**src/sv/assert_macros.svh**
```systemverilog
// Assertion macros for the RTL file that carries checks.
`ifndef ASSERT_MACROS_SVH
`define ASSERT_MACROS_SVH

// Same-cycle implication, sampled on clk, off while arst_n is low.
`define RKD_ASSERT_NOW(lbl, ante, cons, msg) \
	lbl: assert property (@(posedge clk) disable iff (!arst_n) (ante) |-> (cons)) \
		else $error(msg);

// Next-cycle implication, sampled on clk, off while arst_n is low.
`define RKD_ASSERT_NEXT(lbl, ante, cons, msg) \
	lbl: assert property (@(posedge clk) disable iff (!arst_n) (ante) |=> (cons)) \
		else $error(msg);

`endif

```
**src/sv/rkd_pkg.sv**
```systemverilog
// Package with the shared widths, codes and types of the dedup table.
`default_nettype none

package rkd_pkg;

	localparam int KEY_W = 64;
	localparam int TIME_W = 64;
	localparam int WIN_W = 32;
	localparam int OP_W = 2;

	localparam int DEF_ENTRIES = 64;
	localparam logic [WIN_W-1:0] WINDOW_RESET = 32'd20000;

	// Operation codes of a request beat.
	localparam logic [OP_W-1:0] OP_CHECK_MARK = 2'd0;
	localparam logic [OP_W-1:0] OP_QUERY = 2'd1;
	localparam logic [OP_W-1:0] OP_CLEAR = 2'd2;

	// One table word: a key and the stamp of its last mark.
	typedef struct packed {
		logic [KEY_W-1:0] key;
		logic [TIME_W-1:0] stamp;
	} entry_t;

	// Scan control from the sequencer to the compare stage.
	typedef struct packed {
		logic start;
		logic issue;
	} scan_ctrl_t;

endpackage

`default_nettype wire

```
**src/sv/rkd_scan.sv**
```systemverilog
// Per-entry compare stage: recent test and victim slot selection.
`default_nettype none

module rkd_scan import rkd_pkg::*; #(
	parameter int ENTRIES = DEF_ENTRIES
) (
	input wire logic clk,
	input wire logic arst_n,
	input wire scan_ctrl_t ctrl,
	input wire logic [$clog2(ENTRIES)-1:0] idx,
	input wire entry_t rdata,
	input wire logic [KEY_W-1:0] key,
	input wire logic [TIME_W-1:0] now,
	input wire logic [WIN_W-1:0] window,
	output logic recent,
	output logic [$clog2(ENTRIES)-1:0] slot
);

	localparam int AW = $clog2(ENTRIES);

	logic vld_s1;
	logic [AW-1:0] idx_s1;
	logic recent_q;
	logic found_q;
	logic [AW-1:0] found_idx_q;
	logic [AW-1:0] min_idx_q;
	logic [TIME_W-1:0] min_stamp_q;

	logic key_eq;
	logic stamp_nz;
	logic [TIME_W-1:0] age;
	logic hit;

	// Track which read data arrives from the memory this cycle.
	always_ff @(posedge clk or negedge arst_n) begin
		if (!arst_n) begin
			vld_s1 <= 1'b0;
		end else begin
			vld_s1 <= ctrl.issue;
		end
	end

	always_ff @(posedge clk) begin
		idx_s1 <= idx;
	end

	// Compare the entry against the request.
	always_comb begin
		key_eq = (rdata.key == key);
		stamp_nz = (rdata.stamp != '0);
		age = now - rdata.stamp;
		hit = key_eq && stamp_nz && (age < {{(TIME_W-WIN_W){1'b0}}, window});
	end

	// Accumulate the recent flag and the first matching or empty slot.
	always_ff @(posedge clk or negedge arst_n) begin
		if (!arst_n) begin
			recent_q <= 1'b0;
			found_q <= 1'b0;
		end else if (ctrl.start) begin
			recent_q <= 1'b0;
			found_q <= 1'b0;
		end else if (vld_s1) begin
			if (hit) begin
				recent_q <= 1'b1;
			end
			if (!found_q && (key_eq || !stamp_nz)) begin
				found_q <= 1'b1;
			end
		end
	end

	// Slot indexes and the oldest stamp seen before the first free slot.
	always_ff @(posedge clk) begin
		if (vld_s1 && !found_q) begin
			if (key_eq || !stamp_nz) begin
				found_idx_q <= idx_s1;
			end else if (idx_s1 == '0 || rdata.stamp < min_stamp_q) begin
				min_stamp_q <= rdata.stamp;
				min_idx_q <= idx_s1;
			end
		end
	end

	assign recent = recent_q;
	assign slot = found_q ? found_idx_q : min_idx_q;

endmodule

`default_nettype wire
```
**config.mk**
```make
export PLATFORM = sky130hd
export DESIGN_NAME = rkd_scan
export DESIGN_NICKNAME = d
export VERILOG_FILES = /design/src/sv/assert_macros.svh /design/src/sv/rkd_pkg.sv /design/src/sv/rkd_scan.sv
export SDC_FILE = /design/constraint.sdc
export NUM_CORES = 1
export LEC_CHECK = 0
export ABC_AREA = 1
export BUFFER_PORTS_ARGS = -buffer_cell sky130_fd_sc_hd__buf_2
export CORE_MARGIN = 2
export CORE_UTILIZATION = 56
export DETAILED_ROUTE_END_ITERATION = 6
export GPL_ROUTABILITY_DRIVEN = 0
export PLACE_DENSITY = 0.84
export SLEW_MARGIN = 20
export SYNTH_ARGS = -nofsm -noshare
export SYNTH_HDL_FRONTEND = slang
export SYNTH_SLANG_ARGS = --single-unit
```
**constraint.sdc**
```tcl
create_clock -name clk -period 6.3 [get_ports clk]
set_input_delay 1.26 -clock clk [delete_from_list [all_inputs] [get_ports clk]]
set_output_delay 1.26 -clock clk [all_outputs]
set_load 0.005 [all_outputs]
```
# --- Yosys cells after proc, flatten, opt, wreduce, memory -nomap -nowiden ---
# Index checks and enable logic that the tools add are counted.
word_totals:
  out_inout_bits: 7
  inputBits: 298
  word_cells: 36
  regBits: 85
classes:
  order_cmp: 2
  bitwise_logic: 1
  n_addsub: 1
  n_reduce_logical: 17
  n_mux: 7
  n_eq_ne: 1
op_table:
  columns: ["cell", "count"]
  rows:
  - ["equality test 64 bit", 1]
  - ["less-than comparator 64 x 32 -> 1 bit", 1]
  - ["less-than comparator 64 bit", 1]
  - ["nonzero test 64 bit", 1]
  - ["subtractor 64 bit", 1]
  - ["zero test 6 bit", 1]
  - ["2-to-1 mux 1 bit", 6]
  - ["2-to-1 mux 6 bit", 1]
  - ["AND reduction 2 bit", 3]
  - ["nonzero test 2 bit", 3]
  - ["logical AND 1 bit", 4]
  - ["AND reduction 3 bit", 1]
  - ["zero test 1 bit", 2]
  - ["logical OR 1 bit", 2]
  - ["inverter 1 bit", 1]

# --- Depth between registers and ports, before layout ---
# Gate-level depths: netlist of the first run.
logic_depth:
  ltp_word: 7
  ltp_mapped: 29
  depth_no_buf: 29

# --- Worst setup path after synthesis of the first run ---
# OpenSTA, ideal clock, no wires.
synth_path:
  kind: "input-to-reg"
  startpoint: "in rdata[1] (netlist name)"
  endpoint: "reg min_idx_q[0] (enable)"
  stages: 14
  t_required_ns: 5.778
  arrival_ns: 5.678
  path_slack_ns: 0.101
  setup_time_ns: 0.522
  path_buffers: 0
  cell_sequence: "ha_1 -> o21ai_0 -> nand2_1 -> nand3_1 -> nand2_1 -> nand3_1 -> a21oi_1 -> o21ai_0 -> o2111ai_1 -> nand2_1 -> nand2_1 -> nand2_1 -> nand2_1 -> a21oi_1"
synth_via:
  elab_chain_cells: 5
  elab_cells_between_ends: 7
  classes_between: "1 x order compare; 1 x bitwise; 5 x reduce/logical"
synth_rtl:
  columns: ["element", "line", "text"]
  rows:
  - ["start: declaration", "rkd_scan.sv:11", "input wire entry_t rdata,"]
  - ["branches (longest 4 deep; another with less-than comparator 64 bit)", null, null]
  - ["AND reduction 3 bit (no line) (*)", null, null]
  - ["end signal: assignment", "rkd_scan.sv:80", "min_idx_q <= idx_s1;"]
  - ["end: declaration", "rkd_scan.sv:26", "logic [AW-1:0] min_idx_q;"]
# Mark *: on every way between the ends.
# A chain may end at the register's enable or synchronous reset.

# --- Worst setup path in the final report of the first run ---
layout_path:
  startpoint: "in rdata[8] (netlist name)"
  endpoint: "reg recent_q (netlist: recent)"
layout_via:
  elab_chain_cells: 5
  elab_cells_between_ends: 7
  classes_between: "1 x add/sub; 1 x order compare; 5 x reduce/logical"
layout_rtl:
  columns: ["element", "line", "text"]
  rows:
  - ["subtractor 64 bit or nonzero test 64 bit (tied branches)", "rkd_scan.sv:51, rkd_scan.sv:50", null]
  - ["less-than comparator 64 x 32 -> 1 bit or logical AND 1 bit (tied branches)", "rkd_scan.sv:52", "hit = key_eq && stamp_nz && (age < {{(TIME_W-WIN_W){1'b0}}, window});"]
  - ["logical AND 1 bit (*)", "rkd_scan.sv:52", null]
  - ["nonzero test 2 bit (no line) (*)", null, null]
  - ["AND reduction 2 bit (no line) (*)", null, null]
  - ["end signal: assignment", "rkd_scan.sv:58", "recent_q <= 1'b0;"]
  - ["end signal: assignment", "rkd_scan.sv:61", "recent_q <= 1'b0;"]
  - ["end signal: assignment", "rkd_scan.sv:65", "recent_q <= 1'b1;"]
  - ["end: declaration", "rkd_scan.sv:23", "logic recent_q;"]
# Mark *: on every way between the ends. The rest lies on a longest branch, timed or not.

==> run metrics, run 1 <==
CTS tree=yes; via count=13500; post-place setup slack=1.78 ns; Worst Slack Setup Final=2.06 ns; Synth Flop Type=edfxtp_1; setup_tns=0 ns; Tmin final=4.24 ns; VDD IR max=0.000131 V; clk sink count=85; CP Launch Type=input pin; reg-to-reg slack, setup=3.11 ns; first-pass GRT wire length=between 50 and 60 mm; worst slew pin tran=0.954 ns; clock-pin slew on the worst setup and hold paths=0.07 ns; Clock Root Buffer=clkbuf_16; final hold violation count=0; post-synth top area cell=nand2_1; worst path buffer plus inverter count=4; vias in the first global route=around 13000; cell family with most CP delay=simple AND/OR/NAND/NOR gates; DRT antenna net count=0; Mapped Nets=2409; Pleak=0.00841 uW; nets=2725; # resized after CTS=0; Worst Path Arrival=about 4.5 ns; Initial Utilization=a little under three fifths; post-synth top area share=20.4%; worst endpoint required time=6.59 ns; endpoints failing setup=0; CTS Buf Count=9; Multi-input gate area=7770 sq um; die width=about 150 microns; hpwl dp=32.9 mm; Synth async-reset ratio=3.53%; io pins=305; H-tree depth=3; Final Cycle Share=67.3%; mean post-synth cell area=6.13 sq um; register area share after synthesis=20.7%; Crit Path Category=input pin to flop; P&R area growth vs syn=18.3%; drt total wl=between 30 and 40 mm; Pre-Repair DR Iteration Count=7; max-cap viol count=0; CP most frequent cell=nand2_1; row count=53; f_max=236 MHz; RSZ-0062 raised after global routing=no; Yosys warning count=0; worst-path fanout max=4; synth unique cells=between 40 and 50; gr ovfl total=0; clock tree buffer depth=2; # Post-CTS Setup Buffers=0; R2R Path End=min_stamp_q[49]; worst-case reg-to-reg path depth=16; share of layout cells above drive strength 1=16.1%; Routed wire per std cell=15.0 microns; Core Region=21000 sq um; Total GRT Usage=33.6%; area of the mapped netlist=between 10000 and 15000 sq um; die height=150 microns; initial DRC count=1171; IO buf count=between 300 and 400; FF/Latch Area=2480 sq um; most common cell in the netlist=nand2_1; top post-synthesis cells by count=652 x nand2_1, 460 x inv_1, 158 x nor2_1; R2R Path Start=min_stamp_q[1]; capturing element type of the critical path=flop; Skew-Pair Late Insertion Delay=0.37 ns; outcome=complete, but fails checks; Critical path origin=rdata[8]; Critical Path Slowest Stage Cell=ha_1; Post-Synthesis Cells=1953; Finished Layout Cells=2554; failing checks=DRC; Seq cells post-synth=85; Rel. slew slack=between 30% and 40%; Cell Pwr Density=156 nW/um^2; DRC errors left=4; Post-synth EDFFs=76; top cells by area, synth=nand2_1 20%, edfxtp_1 19%, ha_1 16%, inv_1 14%, nor2_1 4.9%; fillers=1852; initial antenna violation count=5; final clock skew=0.0149 ns; max-slew violation count=0; cts hold-fix bufs=0; cell depth of the worst setup path=28; largest net degree at the start of global routing=71; dpl cells=2533; vias per cell=5.30; Crit path largest cell delay=0.37 ns; worst min path class=flop to flop; Die ar.=22600 sq um; CP endpoint=recent
-- cell type report --
cell class                      instances  area share, %
Antenna cell                            5         0.0883
Clock buffer                           10           1.69
Clock inverter                          6          0.380
Inverter                              464           12.3
Multi-Input combinational cell       1404           54.9
Sequential cell                        85           17.5
Tap cell                              275           2.43
Timing Repair Buffer                  305           10.8
-- worst min-delay path by stage --
stage / endpoint / start / slack, ns / cells past startpoint
global placement: found_idx_q[3] / idx_s1[3] / 0.43 / 0
finish: min_idx_q[4] / idx_s1[4] / 0.46 / 0
detailed placement: min_idx_q[4] / idx_s1[4] / 0.44 / 0
floorplan: found_idx_q[3] / idx_s1[3] / 0.43 / 0
CTS: found_idx_q[1] / idx_s1[1] / 0.46 / 0
global route: min_idx_q[1] / idx_s1[1] / 0.48 / 0
-- worst reg2reg max path, stage by stage (launching register included) --
cell and delay [ns]:
edfxtp_1 0.37, inv_1 0.06, ha_1 0.21, o21ai_0 0.08, nand2_1 0.08, nand3_1 0.07
nand2_1 0.05, nand3_1 0.07, a21oi_1 0.07, o21ai_0 0.27, o2111ai_1 0.22, nand2_1 0.12
nand2_1 0.10, nand2_1 0.07, nand2_1 0.08, a21oi_4 0.13, buf_4 0.74
-- per-stage QoR --
stage | hold WS, ns | power (uW) | utilization [%] | instance area, sq um
after global routing | 0.480 | 2350 | 67.4 | 14200
after CTS | 0.456 | 2200 | 67.4 | 14200
final | 0.456 | 2210 | 67.4 | 14200
after detailed placement | 0.440 | 1640 | 66.0 | 13900
after global placement | 0.432 | 1610 | 66.0 | 13900
after floorplan | 0.426 | 1320 | - | 12000
-- flip-flops by register name, summed over array words and instances, names as in the netlist --
name,cells
idx_s1,6
recent,1
min_stamp_q,64
found_q,1
vld_s1,1
min_idx_q,6
found_idx_q,6
-- where the power goes --
group	internal (uW)	switching, uW
logic	374	618
registers	660	9.95
clock network	285	267
-- per-layer routing --
| layer | vias to the layer above | GRT usage [%] | share of wire [%] |
|---|---|---|---|
| met1 | 5925 | 39.0 | 38 |
| met5 | - | 0 | 0 |
| li1 | 6721 | - | - |
| met4 | 0 | 17.8 | 5.3 |
| met2 | 742 | 59.4 | 47 |
| met3 | 149 | 5.18 | 9.7 |
-- placed cells by master (no fill, tap or decap), types with 2 or more instances in the layout --
cell type and n:
nor4_1 4, o21a_1 3, nor3_1 16, nand3_2 5, o21ai_0 30, dfrtp_1 3, nor2_1 158, nand3b_1 11
nand2_1 652, a211oi_1 3, ha_1 157, nand2_2 8, and2_1 3, clkinv_4 3, a21oi_1 106, or2_2 7
nand3_1 76, clkbuf_16 9, xnor2_1 42, xor2_1 34, a21o_1 3, nor2_2 13, nand4_1 40, a21oi_2 2
o21bai_1 8, inv_2 3, o21ai_1 2, diode_2 5, edfxtp_1 76, nor4b_1 2, buf_2 304, o21ai_2 2
nor3_2 2, inv_1 460, o221ai_1 4, o2111ai_1 3, dfxtp_1 6
-- logic make-up after synthesis --
| logic type | count (synthesis) | share of synthesized area [%] |
|---|---|---|
| adder cells (fa/ha/maj) | 158 | 16.6 |
| XOR/XNOR | 76 | 5.56 |
| AND/OR/NAND/NOR | 1000 | 34.8 |
| buffers and inverters | 464 | 14.5 |
| AO/OA/AOI/OAI | 170 | 7.91 |
| flip-flops | 85 | 20.7 |
Note: power is estimated with default switching activity, not from simulation.
==> run 2, diff against run 1 <==
ABC_AREA = 0   (was 1)
CORE_UTILIZATION = 54   (was 56)
PLACE_DENSITY = 0.83   (was 0.84)
clock period = 4.2 ns   (was 6.3 ns; I/O delays follow)
==> run 2 against run 1 <==
Compared with the run above:
- synthesized cell count decreased by 35%
- clock power increased by 66%
- critical path type unchanged
- the run ends with setup timing left
- routed wire length is 5.4% lower
- register-to-register slack got worse by 2.2 ns
- power is 59% higher
- count of clock-buffer cells in the layout fell by 1
- largest power group unchanged
- cell count is 23% lower
- die area fell by 10%
- via count shrank 14%
- design area fell by 2.9%
==> run metrics, run 2 <==
Pleak=0.00700 uW (was 0.00841 uW); VDD IR max=0.000169 V (was 0.000131 V); worst-path fanout max=3 (was 4); outcome=complete, but fails checks (unchanged); vias in the first global route=11500 (was 13000); initial DRC count=1217 (was 1171); Mapped Nets=1718 (was 2409); drt total wl=36.3 mm (was 38.4 mm); CTS tree=yes (unchanged); Tmin final=4.76 ns; most frequent cells in the layout=304 x buf_2, 183 x inv_1, 178 x buf_4 (was 652 x nand2_1, 460 x inv_1, 304 x buf_2); nets=2174 (was 2725); worst-case reg-to-reg path depth=14 (was 16); Post-synth EDFFs=76 (unchanged); max-slew violation count=0 (unchanged); P&R area growth vs syn=33.1% (was 18.3%); worst endpoint required time=4.45 ns (was 6.59 ns); mean post-synth cell area=8.19 sq um (was 6.13 sq um); f_max=210 MHz; P_int=2300 uW (was 1320 uW); post-synth top area cell=edfxtp_1 (was nand2_1); gr ovfl total=0 (unchanged); initial antenna violation count=7 (was 5); max reg flops=64 (unchanged); post-synth top area share=22.1% (was 20.4%); Routed wire per std cell=18.5 microns (was 15.0 microns); CP most frequent cell=nand4_1 (was nand2_1); top cells by area, synth=edfxtp_1 22%, ha_1 19%, xor2_1 7.0%, inv_1 6.6%, a21oi_1 6.1% (was nand2_1 20%, edfxtp_1 19%, ha_1 16%, inv_1 14%, nor2_1 4.9%); via count=11600 (was 13500); endpoints failing setup=1 (was 0); Seq cells post-synth=85 (unchanged); Crit path largest cell delay=0.37 ns (about the same); Post-Synthesis Cells=1262 (was 1953); Seq pwr share=28.5% (was 30.2%); Psw=1210 uW (was 895 uW); worst min path class=input pin to async pin (was flop to flop); Worst Path Arrival=5.02 ns (was 4.53 ns); Reg with most FFs=min_stamp_q (unchanged); final clock skew=0.00844 ns (was 0.0149 ns); combinational share of power=45.3% (was 44.8%); die height=142 microns (was 150 microns); reg-to-reg slack, setup=0.91 ns (was 3.11 ns); Net Sw Frac=34.5% (was 40.4%); Pre-Repair DR Iteration Count=7 (unchanged); vias per cell=5.91 (was 5.30); Die ar.=20300 sq um (was 22600 sq um); # Post-CTS Setup Buffers=0 (unchanged); io pins=305 (unchanged); hpwl dp=30.6 mm (was 32.9 mm); register area share after synthesis=24.0% (was 20.7%); clk sink count=85 (unchanged); Final Cycle Share=113%; CP Launch Type=input pin (unchanged); Cell Pwr Density=255 nW/um^2 (was 156 nW/um^2); commonest non-fill, non-tap cell in the layout=buf_2 (was nand2_1); largest net degree at the start of global routing=41 (was 71); cts hold-fix bufs=0 (unchanged); worst slew pin tran=0.671 ns (was 0.954 ns); Yosys warning count=0 (unchanged); failing checks=setup timing (was DRC); Core Region=18800 sq um (was 21000 sq um); Skew-Pair Late Insertion Delay=0.35 ns (was 0.37 ns); row count=50 (was 53); Power Total=3510 uW (was 2210 uW); CTS Buf Count=9 (unchanged); R2R Path Start=min_stamp_q[57] (was min_stamp_q[1]); final hold violation count=0 (unchanged); IO buf count=304 (unchanged); Worst Slack Setup Final=-0.564 ns (was 2.06 ns); H-tree depth=3 (unchanged); share of layout cells above drive strength 1=31.5% (was 16.1%); max-cap viol count=0 (unchanged); area of the mapped netlist=10300 sq um (was 12000 sq um); Cell Chain, Critical Path=buf_2 -> inv_1 -> ha_1 -> inv_1 -> fa_2 -> a21o_1 -> a221oi_4 -> o221a_2 -> o21ba_2 -> o21ai_0 -> a31o_2 -> xor2_1 -> ha_1 -> a21oi_1 -> o21ai_0 -> a21oi_1 -> and4_1 -> nand4_1 -> nor4_2 -> nand4_1 -> nor4b_2 -> nand4_1 -> o32ai_2; Clk pwr share=26.2% (was 24.9%); Clock Root Buffer=clkbuf_16 (unchanged); R2R Path End=min_idx_q[1] (was min_stamp_q[49]); Rel. slew slack=54.8% (was 36.4%); die width=142 microns (was 150 microns); top post-synthesis cells by count=183 x inv_1, 157 x ha_1, 127 x a21oi_1 (was 652 x nand2_1, 460 x inv_1, 158 x nor2_1); Synth Flop Type=edfxtp_1 (unchanged); capturing element type of the critical path=flop (unchanged); Synth async-reset ratio=3.53% (unchanged); Initial Utilization=55.1% (was 57.0%); clock-pin slew on the worst setup and hold paths=0.06 ns (was 0.07 ns); Total GRT Usage=35.0% (was 33.6%); DRC errors left=0 (was 4); clock tree buffer depth=2 (unchanged); Crit Path Category=input pin to flop (unchanged); most common cell in the netlist=inv_1 (was nand2_1); synth unique cells=82 (was 41); RSZ-0062 raised after global routing=yes (was no); DRT antenna net count=0 (unchanged); post-place setup slack=-0.837 ns (was 1.78 ns); Critical Path Slowest Stage Cell=fa_2 (was ha_1); first-pass GRT wire length=55.8 mm (was 59.6 mm)
[run 2: cell types whose count changed after synthesis, moves of 42 or more]
cell / before / now
a21o_1: 3 / 45
nor2_1: 158 / 55
nand3_1: 76 / 18
nand2_1: 652 / 86
inv_1: 460 / 183
xor2_1: 34 / 83
[run 2: logic make-up (layout without fill, tap and decap cells)]
family	after synthesis	count (layout)	share of synthesized area (%)
AO/OA/AOI/OAI	339	339	20.8
XOR/XNOR	105	105	8.90
adder cells (fa/ha/maj)	158	158	19.2
buffers and inverters	221	682	8.38
flip-flops	85	85	24.0
multiplexers	12	12	1.27
other	0	4	0
AND/OR/NAND/NOR	342	342	17.4
[run 2: how the worst max path moves through the flow]
stage / slack [ns] / endpoint / cells after the start / startpoint
after floorplan: -0.39 / recent / 24 / now[0]
after global placement: -0.72 / recent / 25 / now[0]
after detailed placement: -0.84 / recent / 25 / now[0]
after CTS: -0.43 / recent / 23 / now[0]
after global routing: -0.77 / recent / 23 / now[0]
final: -0.56 / recent / 23 / now[0]
[run 2: final cells by class]
cell class | count | area, sq um
well taps | 234 | 293
flip-flops and latches | 85 | 2480
clock inverters | 7 | 120
diodes | 4 | 10.0
fillers | 1400 | 5010
clock buffers | 9 | 225
repair buffers | 483 | 2880
inverters | 183 | 687
multi-input cells | 956 | 7070
[run 2: repair_timing]
action                                  4_1_cts  5_1_grt
cloned                                        0        0
endpoints found under the setup margin        1        1
gates resized for setup                       6        2
[run 2: critical path, delay by kind of cell]
| family | cells | cell delay [ns] |
|---|---|---|
| buf+inv | 3 | 0.21 |
| xor+xnor | 1 | 0.15 |
| fa+ha+maj | 3 | 0.71 |
| compound gates | 10 | 2.03 |
| simple gates | 6 | 1.07 |
[run 2: per-layer routing]
layer  wire [microns]  track usage [%]
met2            16500             58.5
met3             3880             7.54
met5               36                0
met1            14200             43.7
met4             1650             15.3
[run 2: per-stage QoR]
step / TNS [ns] / hold WS (ns) / utilization, % / cells / instance area [sq um]
2_1_floorplan: -0.391 / 0.426 / - / 1262 / 10400
3_3_place_gp: -0.720 / 0.431 / 71.2 / 1941 / 13400
3_5_place_dp: -0.837 / 0.444 / 71.2 / 1941 / 13400
4_1_cts: -0.431 / 0.289 / 73.2 / 1957 / 13700
5_1_grt: -0.773 / 0.283 / 73.3 / 1957 / 13700
6_report: -0.564 / 0.299 / 73.3 / 1961 / 13800
[run 2: power by group through the flow]
stage | sequential [uW] | combinational, uW | clock [uW]
after CTS | 1000 | 1550 | 926
after detailed placement | 1020 | 1530 | 0
final | 1000 | 1590 | 918
after floorplan | 1020 | 873 | 0
after global routing | 1010 | 1730 | 955
after global placement | 1020 | 1470 | 0
